`src/hdl/drs_pkg.sv`:
```
// Shared types, constants and codes for the discrete random sampler.
// No dependencies; every other file of the block uses this package.

package drs_pkg;

	// Field widths
	localparam int MODE_W   = 2;
	localparam int PROB_W   = 49;
	localparam int TRIAL_W  = 10;
	localparam int SEED_W   = 32;
	localparam int SAMPLE_W = 10;
	localparam int STATE_W  = 48;
	localparam int HALF_W   = 24;

	// Configuration port
	localparam int CFG_DATA_W = 49;
	localparam int CFG_IDX_W  = 3;

	// Cap on Poisson draws per item
	localparam int MAX_DRAWS = 1023;
	localparam int DRAW_W = ($clog2(MAX_DRAWS + 1) > TRIAL_W) ?
		$clog2(MAX_DRAWS + 1) : TRIAL_W;
	localparam int SAMPLE_MAX = (1 << SAMPLE_W) - 1;

	// Generator constants
	localparam logic [34:0]        LCG_MUL  = 35'h5DEECE66D;
	localparam logic [STATE_W-1:0] LCG_ADD  = 48'h00000000000B;
	localparam logic [15:0]        SEED_LOW = 16'h330E;

	// Q48 fixed point
	localparam logic [PROB_W-1:0] ONE_Q48   = 49'h1_0000_0000_0000;
	localparam logic [PROB_W-1:0] HALF_Q48  = 49'h0_8000_0000_0000;
	localparam int                PROD_W    = 49;
	localparam int                ACC_W     = 50;
	localparam int                MUL_A_W   = 25;
	localparam int                MUL_P_W   = 49;

	// Register indexes
	typedef enum logic [CFG_IDX_W-1:0] {
		REG_MODE  = 3'd0,
		REG_PROB  = 3'd1,
		REG_TRIAL = 3'd2,
		REG_LIMIT = 3'd3,
		REG_SEED  = 3'd4
	} reg_idx_t;

	// Distribution codes; code 3 makes no draw and yields zero
	typedef enum logic [MODE_W-1:0] {
		MODE_BERN  = 2'd0,
		MODE_BINOM = 2'd1,
		MODE_POIS  = 2'd2
	} mode_t;

	// Partial products of the Q48 multiply, in issue order
	typedef enum logic [1:0] {
		MUL_LL = 2'd0,
		MUL_LH = 2'd1,
		MUL_HL = 2'd2,
		MUL_HH = 2'd3
	} mul_step_t;

	// Commands from the controller to the datapath
	typedef struct packed {
		logic      start;
		logic      lcg_a;
		logic      lcg_b;
		logic      cmp;
		logic      mul_en;
		mul_step_t mul_sel;
		logic      set_cap;
		logic      load_out;
	} cmd_t;

	// Status from the datapath to the controller
	typedef struct packed {
		logic [MODE_W-1:0] mode;
		logic              trials_done;
		logic              prod_le_limit;
		logic              draws_at_cap;
	} sts_t;

endpackage

```
`src/hdl/drs_if.sv`:
```
// Valid/ready channel interfaces of the discrete random sampler.
// Depends on drs_pkg for field widths.

interface drs_req_if;
	logic valid;
	logic ready;
	logic reseed;

	modport source (output valid, output reseed, input ready);
	modport sink (input valid, input reseed, output ready);
endinterface

interface drs_rsp_if;
	logic                          valid;
	logic                          ready;
	logic [drs_pkg::SAMPLE_W-1:0]  sample;
	logic                          capped;

	modport source (output valid, output sample, output capped, input ready);
	modport sink (input valid, input sample, input capped, output ready);
endinterface

```
`src/hdl/discrete_random_sampler_unit.sv`:
```
// Top level of the discrete random sampler: drand48 generator feeding
// Bernoulli, binomial and Poisson draws. Depends on drs_pkg, drs_if,
// drs_ctrl and drs_datapath.
//
//   Channel  Direction  Payload           Transfer
//   req      in         reseed            valid & ready
//   rsp      out        sample, capped    valid & ready
//   cfg      in         index, data       cfg_wr_en
//
// One item at a time. Each generator step runs through LCG_A and LCG_B (the
// constant multiply is split in halves); each Poisson draw adds four passes
// through the shared 25x24 multiplier and one compare. A Poisson item makes
// at most 1023 draws. Reset restores the register defaults and the generator
// state at once. A result waits in its register while rsp is stalled; a new
// item is taken as soon as the previous one is in that register.

module discrete_random_sampler_unit (
	input  logic                            clk,
	input  logic                            arst_n,
	input  logic                            cfg_wr_en,
	input  logic [drs_pkg::CFG_IDX_W-1:0]   cfg_index,
	input  logic [drs_pkg::CFG_DATA_W-1:0]  cfg_data,
	drs_req_if.sink                         req,
	drs_rsp_if.source                       rsp
);

	drs_pkg::cmd_t cmd;
	drs_pkg::sts_t sts;

	// Sequencing
	drs_ctrl u_ctrl (
		.clk       (clk),
		.arst_n    (arst_n),
		.req_valid (req.valid),
		.req_ready (req.ready),
		.rsp_valid (rsp.valid),
		.rsp_ready (rsp.ready),
		.cmd       (cmd),
		.sts       (sts)
	);

	// Arithmetic and storage
	drs_datapath u_datapath (
		.clk       (clk),
		.arst_n    (arst_n),
		.cfg_wr_en (cfg_wr_en),
		.cfg_index (cfg_index),
		.cfg_data  (cfg_data),
		.reseed    (req.reseed),
		.cmd       (cmd),
		.sts       (sts),
		.sample    (rsp.sample),
		.capped    (rsp.capped)
	);

endmodule

```
`src/hdl/drs_datapath.sv`:
```
// Datapath: configuration registers, generator state, Q48 product, counters
// and result register. Depends on drs_pkg; driven by drs_ctrl commands.

module drs_datapath (
	input  logic                             clk,
	input  logic                             arst_n,
	input  logic                             cfg_wr_en,
	input  logic [drs_pkg::CFG_IDX_W-1:0]    cfg_index,
	input  logic [drs_pkg::CFG_DATA_W-1:0]   cfg_data,
	input  logic                             reseed,
	input  drs_pkg::cmd_t                    cmd,
	output drs_pkg::sts_t                    sts,
	output logic [drs_pkg::SAMPLE_W-1:0]     sample,
	output logic                             capped
);

	// Configuration and generator state
	logic [drs_pkg::MODE_W-1:0]  mode_q;
	logic [drs_pkg::PROB_W-1:0]  prob_q;
	logic [drs_pkg::TRIAL_W-1:0] trial_q;
	logic [drs_pkg::PROB_W-1:0]  limit_q;
	logic [drs_pkg::SEED_W-1:0]  seed_q;
	logic [drs_pkg::STATE_W-1:0] lcg_state_q;

	// Working registers
	logic [drs_pkg::STATE_W-1:0] lcg_lo_q;
	logic [drs_pkg::PROD_W-1:0]  prod_q;
	logic [drs_pkg::ACC_W-1:0]   acc_q;
	logic [drs_pkg::DRAW_W-1:0]  draws_q;
	logic [drs_pkg::TRIAL_W-1:0] hits_q;
	logic                        cap_q;
	logic [drs_pkg::SAMPLE_W-1:0] sample_q;
	logic                        capped_q;

	logic [58:0]                   lcg_lo_full;
	logic [47:0]                   lcg_hi_full;
	logic [drs_pkg::STATE_W-1:0]   lcg_next;
	logic [drs_pkg::MUL_A_W-1:0]   mul_a;
	logic [drs_pkg::HALF_W-1:0]    mul_b;
	logic [drs_pkg::MUL_P_W-1:0]   mul_p;
	logic [drs_pkg::DRAW_W-1:0]    trial_target;
	logic [drs_pkg::DRAW_W-1:0]    pois_count;
	logic [drs_pkg::SAMPLE_W-1:0]  sample_d;
	logic                          capped_d;

	// Generator step split in two constant multiplies; the low-half product is registered first
	assign lcg_lo_full = lcg_state_q[drs_pkg::HALF_W-1:0] * drs_pkg::LCG_MUL;
	assign lcg_hi_full = lcg_state_q[drs_pkg::STATE_W-1:drs_pkg::HALF_W] *
		drs_pkg::LCG_MUL[drs_pkg::HALF_W-1:0];
	assign lcg_next = lcg_lo_q +
		{lcg_hi_full[drs_pkg::HALF_W-1:0], {drs_pkg::HALF_W{1'b0}}} + drs_pkg::LCG_ADD;

	// Operand select for the shared 25x24 multiplier
	always_comb begin
		case (cmd.mul_sel)
			drs_pkg::MUL_LL: begin
				mul_a = {1'b0, prod_q[drs_pkg::HALF_W-1:0]};
				mul_b = lcg_state_q[drs_pkg::HALF_W-1:0];
			end
			drs_pkg::MUL_LH: begin
				mul_a = {1'b0, prod_q[drs_pkg::HALF_W-1:0]};
				mul_b = lcg_state_q[drs_pkg::STATE_W-1:drs_pkg::HALF_W];
			end
			drs_pkg::MUL_HL: begin
				mul_a = prod_q[drs_pkg::PROD_W-1:drs_pkg::HALF_W];
				mul_b = lcg_state_q[drs_pkg::HALF_W-1:0];
			end
			default: begin
				mul_a = prod_q[drs_pkg::PROD_W-1:drs_pkg::HALF_W];
				mul_b = lcg_state_q[drs_pkg::STATE_W-1:drs_pkg::HALF_W];
			end
		endcase
	end
	assign mul_p = mul_a * mul_b;

	// Bernoulli is a binomial of one trial
	assign trial_target = (mode_q == drs_pkg::MODE_BERN) ? drs_pkg::DRAW_W'(1) :
		drs_pkg::DRAW_W'(trial_q);

	assign sts.mode          = mode_q;
	assign sts.trials_done   = (draws_q == trial_target);
	assign sts.prod_le_limit = (prod_q <= limit_q);
	assign sts.draws_at_cap  = (draws_q == drs_pkg::DRAW_W'(drs_pkg::MAX_DRAWS));

	// Result formatting per distribution
	assign pois_count = draws_q - drs_pkg::DRAW_W'(1);
	always_comb begin
		case (mode_q)
			drs_pkg::MODE_BERN, drs_pkg::MODE_BINOM: begin
				sample_d = drs_pkg::SAMPLE_W'(hits_q);
				capped_d = 1'b0;
			end
			drs_pkg::MODE_POIS: begin
				if (pois_count > drs_pkg::DRAW_W'(drs_pkg::SAMPLE_MAX)) begin
					sample_d = drs_pkg::SAMPLE_W'(drs_pkg::SAMPLE_MAX);
					capped_d = 1'b1;
				end else begin
					sample_d = drs_pkg::SAMPLE_W'(pois_count);
					capped_d = cap_q;
				end
			end
			default: begin
				sample_d = '0;
				capped_d = 1'b0;
			end
		endcase
	end

	// Configuration registers and generator state
	always_ff @(posedge clk or negedge arst_n) begin
		if (!arst_n) begin
			mode_q      <= drs_pkg::MODE_BERN;
			prob_q      <= drs_pkg::HALF_Q48;
			trial_q     <= drs_pkg::TRIAL_W'(1);
			limit_q     <= '0;
			seed_q      <= '0;
			lcg_state_q <= {{drs_pkg::SEED_W{1'b0}}, drs_pkg::SEED_LOW};
		end else begin
			if (cfg_wr_en) begin
				case (cfg_index)
					drs_pkg::REG_MODE:  mode_q  <= cfg_data[drs_pkg::MODE_W-1:0];
					drs_pkg::REG_PROB:  prob_q  <= cfg_data[drs_pkg::PROB_W-1:0];
					drs_pkg::REG_TRIAL: trial_q <= cfg_data[drs_pkg::TRIAL_W-1:0];
					drs_pkg::REG_LIMIT: limit_q <= cfg_data[drs_pkg::PROB_W-1:0];
					drs_pkg::REG_SEED:  seed_q  <= cfg_data[drs_pkg::SEED_W-1:0];
					default: ;
				endcase
			end
			if (cmd.start && reseed) begin
				lcg_state_q <= {seed_q, drs_pkg::SEED_LOW};
			end else if (cmd.lcg_b) begin
				lcg_state_q <= lcg_next;
			end
		end
	end

	// Working registers of one item
	always_ff @(posedge clk) begin
		if (cmd.start) begin
			prod_q  <= drs_pkg::ONE_Q48;
			draws_q <= '0;
			hits_q  <= '0;
			cap_q   <= 1'b0;
		end
		if (cmd.lcg_a) begin
			lcg_lo_q <= lcg_lo_full[drs_pkg::STATE_W-1:0];
		end
		if (cmd.lcg_b) begin
			draws_q <= draws_q + drs_pkg::DRAW_W'(1);
		end
		if (cmd.cmp && ({1'b0, lcg_state_q} < prob_q)) begin
			hits_q <= hits_q + drs_pkg::TRIAL_W'(1);
		end
		if (cmd.set_cap) begin
			cap_q <= 1'b1;
		end
		// Q48 product: low cross terms accumulate, high term closes the sum
		if (cmd.mul_en) begin
			case (cmd.mul_sel)
				drs_pkg::MUL_LL: acc_q <= drs_pkg::ACC_W'(mul_p >> drs_pkg::HALF_W);
				drs_pkg::MUL_LH, drs_pkg::MUL_HL: acc_q <= acc_q + drs_pkg::ACC_W'(mul_p);
				default: prod_q <= mul_p + drs_pkg::PROD_W'(acc_q >> drs_pkg::HALF_W);
			endcase
		end
		if (cmd.load_out) begin
			sample_q <= sample_d;
			capped_q <= capped_d;
		end
	end

	assign sample = sample_q;
	assign capped = capped_q;

endmodule

```
`src/hdl/drs_ctrl.sv`:
```
// Controller state machine: sequences draws, multiply passes and result hand-off.
// Depends on drs_pkg; steers drs_datapath through cmd_t and reads sts_t.

module drs_ctrl (
	input  logic          clk,
	input  logic          arst_n,
	input  logic          req_valid,
	output logic          req_ready,
	output logic          rsp_valid,
	input  logic          rsp_ready,
	output drs_pkg::cmd_t cmd,
	input  drs_pkg::sts_t sts
);

	typedef enum logic [3:0] {
		ST_IDLE,
		ST_DISPATCH,
		ST_LCG_A,
		ST_LCG_B,
		ST_CMP,
		ST_MUL_LL,
		ST_MUL_LH,
		ST_MUL_HL,
		ST_MUL_HH,
		ST_PCHECK,
		ST_DONE
	} state_t;

	state_t state_q;
	logic   out_valid_q;
	logic   out_free;

	// The result register can be loaded when empty or being emptied
	assign out_free  = !out_valid_q || rsp_ready;
	assign req_ready = (state_q == ST_IDLE);
	assign rsp_valid = out_valid_q;

	// Commands decoded from the current state
	always_comb begin
		cmd          = '0;
		cmd.mul_sel  = drs_pkg::MUL_LL;
		case (state_q)
			ST_IDLE:   cmd.start = req_valid;
			ST_LCG_A:  cmd.lcg_a = 1'b1;
			ST_LCG_B:  cmd.lcg_b = 1'b1;
			ST_CMP:    cmd.cmp   = 1'b1;
			ST_MUL_LL: begin
				cmd.mul_en  = 1'b1;
				cmd.mul_sel = drs_pkg::MUL_LL;
			end
			ST_MUL_LH: begin
				cmd.mul_en  = 1'b1;
				cmd.mul_sel = drs_pkg::MUL_LH;
			end
			ST_MUL_HL: begin
				cmd.mul_en  = 1'b1;
				cmd.mul_sel = drs_pkg::MUL_HL;
			end
			ST_MUL_HH: begin
				cmd.mul_en  = 1'b1;
				cmd.mul_sel = drs_pkg::MUL_HH;
			end
			ST_PCHECK: cmd.set_cap  = !sts.prod_le_limit && sts.draws_at_cap;
			ST_DONE:   cmd.load_out = out_free;
			default: ;
		endcase
	end

	// State register and result valid flag
	always_ff @(posedge clk or negedge arst_n) begin
		if (!arst_n) begin
			state_q     <= ST_IDLE;
			out_valid_q <= 1'b0;
		end else begin
			// Valid rises when a result is loaded and falls when the result is taken.
			if (state_q == ST_DONE && out_free) begin
				out_valid_q <= 1'b1;
			end else if (out_valid_q && rsp_ready) begin
				out_valid_q <= 1'b0;
			end
			case (state_q)
				ST_IDLE: begin
					if (req_valid) begin
						state_q <= ST_DISPATCH;
					end
				end
				ST_DISPATCH: begin
					case (sts.mode)
						drs_pkg::MODE_BERN, drs_pkg::MODE_BINOM:
							state_q <= sts.trials_done ? ST_DONE : ST_LCG_A;
						drs_pkg::MODE_POIS:
							state_q <= ST_LCG_A;
						default:
							state_q <= ST_DONE;
					endcase
				end
				ST_LCG_A: state_q <= ST_LCG_B;
				ST_LCG_B: begin
					if (sts.mode == drs_pkg::MODE_POIS) begin
						state_q <= ST_MUL_LL;
					end else begin
						state_q <= ST_CMP;
					end
				end
				ST_CMP:    state_q <= sts.trials_done ? ST_DONE : ST_LCG_A;
				ST_MUL_LL: state_q <= ST_MUL_LH;
				ST_MUL_LH: state_q <= ST_MUL_HL;
				ST_MUL_HL: state_q <= ST_MUL_HH;
				ST_MUL_HH: state_q <= ST_PCHECK;
				ST_PCHECK: begin
					if (sts.prod_le_limit || sts.draws_at_cap) begin
						state_q <= ST_DONE;
					end else begin
						state_q <= ST_LCG_A;
					end
				end
				ST_DONE: begin
					if (out_free) begin
						state_q <= ST_IDLE;
					end
				end
				default: state_q <= ST_IDLE;
			endcase
		end
	end

endmodule

```
`src/flat_wrapper.sv`:
```
// flat-port wrapper written by rule: the top's interface ports become plain ports
module discrete_random_sampler_unit_flat 
  (clk, arst_n, cfg_wr_en, cfg_index, cfg_data, req_valid, req_reseed, req_ready, rsp_valid, rsp_sample, rsp_capped, rsp_ready);
  drs_req_if req_i ();
  drs_rsp_if rsp_i ();
  input  logic clk;
  input  logic arst_n;
  input  logic cfg_wr_en;
  input  logic [drs_pkg::CFG_IDX_W-1:0] cfg_index;
  input  logic [drs_pkg::CFG_DATA_W-1:0] cfg_data;
  input wire logic [$bits(req_i.valid)-1:0] req_valid;
  input wire logic [$bits(req_i.reseed)-1:0] req_reseed;
  output wire logic [$bits(req_i.ready)-1:0] req_ready;
  output wire logic [$bits(rsp_i.valid)-1:0] rsp_valid;
  output wire logic [$bits(rsp_i.sample)-1:0] rsp_sample;
  output wire logic [$bits(rsp_i.capped)-1:0] rsp_capped;
  input wire logic [$bits(rsp_i.ready)-1:0] rsp_ready;
  assign req_i.valid = req_valid;
  assign req_i.reseed = req_reseed;
  assign req_ready = req_i.ready;
  assign rsp_valid = rsp_i.valid;
  assign rsp_sample = rsp_i.sample;
  assign rsp_capped = rsp_i.capped;
  assign rsp_i.ready = rsp_ready;
  discrete_random_sampler_unit u_core (.clk(clk), .arst_n(arst_n), .cfg_wr_en(cfg_wr_en), .cfg_index(cfg_index), .cfg_data(cfg_data), .req(req_i), .rsp(rsp_i));
endmodule
```
`config.mk`:
```
export PLATFORM = sky130hd
export DESIGN_NAME = discrete_random_sampler_unit_flat
export DESIGN_NICKNAME = d
export VERILOG_FILES = /design/src/hdl/drs_pkg.sv /design/src/hdl/drs_if.sv /design/src/hdl/discrete_random_sampler_unit.sv /design/src/hdl/drs_datapath.sv /design/src/hdl/drs_ctrl.sv /design/src/flat_wrapper.sv
export SDC_FILE = /design/constraint.sdc
export NUM_CORES = 2
export LEC_CHECK = 0
export BUFFER_PORTS_ARGS = -buffer_cell sky130_fd_sc_hd__buf_2
export CAP_MARGIN = 10
export CORE_AREA = 4 4 498 500
export CTS_CLUSTER_SIZE = 16
export DETAILED_ROUTE_END_ITERATION = 7
export DIE_AREA = 0 0 502 504
export PLACE_DENSITY = 0.39
export SLEW_MARGIN = 20
export SYNTH_ARGS = -nofsm -noshare
export SYNTH_HDL_FRONTEND = slang
export SYNTH_SLANG_ARGS = --single-unit
```
`constraint.sdc`:
```
create_clock -name clk -period 13.1 [get_ports clk]
set_clock_uncertainty 0.1 [all_clocks]
set_input_delay 0.655 -clock clk [delete_from_list [all_inputs] [get_ports clk]]
set_output_delay 0.655 -clock clk [all_outputs]
set_load 0.01 [all_outputs]
```
==> flow_summary.yaml <==
placed_design:
  gp_congestion: 0.9161
  dp_slack_ns: 0.8196
  numPortBuffers: 70
  dp_hpwl_um: 197500
  postPlaceCellArea_sq_um: 65570
die:
  core_area_sq_um: 243000
  rows: 181
  fp.dieW_um: 502
  dieArea_sq_um: 253000
  die_y_um: 504
  ios: 71
  start_util: 0.2494
sta:
  maxClockFrequency_mhz: 80.85
  tightestPinTransition_ns: 1.121
  fin_ws_ns: 0.7308
  slew_headroom: 0.2316
  post-route-period-util: 0.9442
  setup_viol: 0
  hold_violations: 0
  drv_slew: 0
  fin_setup_tns_ns: 0
  rsz0062_at_grt: "no"
  min_period_ns: 12.37
cells_and_area:
  drive_above_1_share: 0.07968
  fillers: 25860
  finalInstanceArea_sq_um: 67520
  multi_input_area_sq_um: 45130
  areaGrowthSynthToFinish_pct: 11.41
  final_nets: 8236
  seqCellArea_sq_um: 9766
global_routing:
  grt_util_all_layers: 0.1854
  antenna_found_initial: 22
  grt_overflow: 0
  grt_max_degree: 83
  grt_pass1_vias: 48450
  grt_first_pass_wirelength_um: 345000
worst_setup_path:
  crit_family: "adder cells"
  crit_required_ns: 13.42
  startpoint_type: "flip-flop"
  critPathMaxFanout: 17
  timing.critical_path.buf_inv: 7
  criticalPathCategory: "reg -> reg"
  worstSetupEndpointType: "flip-flop"
  cpPeakStageDelay_ns: 0.94
  slowest_stage: "mux2i_1"
  path_common_cell: "fa_1"
  arrival_ns: 12.69
logic_synthesis:
  synth-seq-cells: 374
  synth_edf_count: 129
  synth_flop_cell: "dfrtp_1"
  yosys_warnings: 0
  syn_nets: 8154
  synth_cells: 6436
  avgSynthCellArea_sq_um: 9.416
  synth.distinct_cells: 90
  syn_area_sq_um: 60600
  async_flop_share: 0.5214
  ys_seq_area_frac: 0.1611
flow_run:
  drv_cap: 0
routing:
  drc: 0
  wl_per_cell_um: 23.96
  antenna_left: 0
  dr.pass1.iters: 5
  vias_per_cell: 4.659
  wl_um: 234200
  drt_iter0_markers: 3164
  vias: 45540
clock_network:
  clock_sinks: 374
  cts_tree: "built"
  htreeDepth: 2
  clock_path_buffers: 3
  clkSlewWorstSetupHoldPaths_ns: 0.07
  cts_resized: 0
  cts_inserted_buffers: 54
  worstSkewPairLatency_ns: 0.68
  cts-root-buf: "clkbuf_16"
hold_path:
  holdCritPathClass: "in -> reg"
status:
  status: "finished clean"
-- what timing repair did --
action                    in CTS  in global routing
buffers inserted               0                  0
hold buffers                   1                  0
hold endpoints to repair      69                  0
-- layout make-up --
type / count / share of cell area
diodes: 9 / 0.0003336
clock buffers: 84 / 0.02505
clock inverters: 18 / 0.003298
inverters: 1381 / 0.07679
multi-input cells: 4489 / 0.6684
flip-flops and latches: 374 / 0.1446
well taps: 3202 / 0.05934
repair buffers: 218 / 0.02213
-- kinds of logic (layout without fill, tap and decap cells) --
kind of cell,Yosys count,count (layout),synth area share
xor+xnor,275,275,0.03997
mux,185,185,0.03336
fa+ha+maj,1660,1660,0.4630
compound gates,928,928,0.09827
other cells,0,9,0
simple gates,1441,1441,0.1067
buf+inv,1573,1701,0.09761
flops,374,374,0.1611
-- routing by layer --
layer	wire, um	vias to the layer above	GRT usage
met5	0	-	0
met4	7105	0	0.04853
met3	10050	253	0.02090
met2	108800	1021	0.3045
met1	108300	23520	0.2583
li1	-	20750	-
-- path summary, 6_finish.rpt --
check | start | end | slack, ns | depth (start not counted)
worst max-delay path | u_core.u_ctrl.state_q[1]$_DFFE_PN0P_ | u_core.u_datapath.acc_q[46]$_SDFFCE_PP0P_ | 0.73 | 35
worst min-delay path | cfg_data[34] | u_core.u_datapath.prob_q[34]$_DFFE_PN0P_ | 0.11 | 3
worst max register to register | u_core.u_ctrl.state_q[1]$_DFFE_PN0P_ | u_core.u_datapath.acc_q[46]$_SDFFCE_PP0P_ | 0.73 | 35
worst min register to register | u_core.u_datapath.limit_q[2]$_DFFE_PN0P_ | u_core.u_datapath.limit_q[2]$_DFFE_PN0P_ | 0.41 | 1
max in group asynchronous | arst_n | u_core.u_datapath.trial_q[1]$_DFFE_PN0P_ | 10.23 | 4
min in group asynchronous | arst_n | u_core.u_datapath.seed_q[6]$_DFFE_PN0P_ | 0.47 | 2
-- worst min-delay path, stage by stage --
cell and delay, ns:
buf_2 0.10, nand2_1 0.05, o21ai_0 0.06
-- cell usage in the layout, fill, tap and decap left out, types with 101 or more instances in the layout --
cell,instances
a21oi_1,205
xor2_1,101
fa_1,971
xnor2_1,173
a21o_1,134
edfxtp_1,129
dfrtp_1,186
inv_1,1380
nand2_1,527
nor2_1,450
buf_4,146
ha_1,688
mux2_2,136
o21ai_0,249
-- cells in the mapped netlist, types with 8 or more instances --
library cell / n / area [sq um]
a31o_2: 8 / 70.07
nor2_1: 452 / 1697
buf_1: 12 / 45.04
o31ai_1: 22 / 165.2
dfstp_2: 9 / 236.5
nor3_1: 64 / 320.3
buf_2: 8 / 40.04
clkbuf_1: 172 / 645.6
mux2_2: 136 / 1531
o211ai_1: 17 / 127.6
nand4_1: 54 / 337.8
o22ai_1: 16 / 100.1
nand3_1: 101 / 505.5
edfxtp_1: 129 / 3874
a21o_1: 134 / 1006
a21boi_0: 9 / 67.56
nor4_1: 13 / 81.33
nand2_1: 529 / 1986
inv_1: 1380 / 5180
a31oi_1: 17 / 106.4
fa_1: 971 / 19440
or3_1: 25 / 156.4
a211o_1: 11 / 96.34
o21ai_0: 255 / 1276
or2_2: 21 / 131.4
nand2b_1: 32 / 200.2
xor2_1: 101 / 884.6
dfxtp_1: 50 / 1001
ha_1: 689 / 8621
or4_1: 8 / 60.06
a211oi_1: 33 / 247.7
a21oi_1: 206 / 1031
and3_1: 29 / 181.4
a22oi_1: 31 / 232.7
o21ai_1: 11 / 55.05
mux2i_1: 49 / 490.5
dfrtp_1: 186 / 4654
nor2b_1: 33 / 206.5
o21bai_1: 31 / 232.7
xnor2_1: 173 / 1515
o21a_1: 45 / 337.8
and2_1: 50 / 312.8
-- flip-flops by register name, summed over array words and instances (netlist names) --
signal                         flops
u_core.u_datapath.prob_q          49
u_core.u_datapath.hits_q          10
u_core.u_datapath.prod_q          49
u_core.u_datapath.capped           1
u_core.u_datapath.seed_q          32
u_core.u_datapath.draws_q         10
u_core.u_datapath.lcg_lo_q        48
u_core.u_datapath.trial_q         10
u_core.u_datapath.acc_q           50
u_core.u_datapath.lcg_state_q     48
u_core.u_datapath.sample          10
u_core.u_datapath.limit_q         49
u_core.u_datapath.mode_q           2
u_core.u_ctrl.state_q              4
u_core.u_ctrl.rsp_valid            1
u_core.u_datapath.cap_q            1
-- metrics by stage --
step / hold slack [ns] / util / std cells
2_1_floorplan: 0.2594 / - / 6436
3_3_place_gp: 0.3893 / 0.2696 / 9660
3_5_place_dp: 0.3926 / 0.2698 / 9663
4_1_cts: 0.05103 / 0.2778 / 9766
5_1_grt: 0.1097 / 0.2778 / 9767
6_report: 0.1148 / 0.2779 / 9775
Power is not shown: default switching activity piles up to over one toggle a cycle in this logic, so the estimate is an artifact.
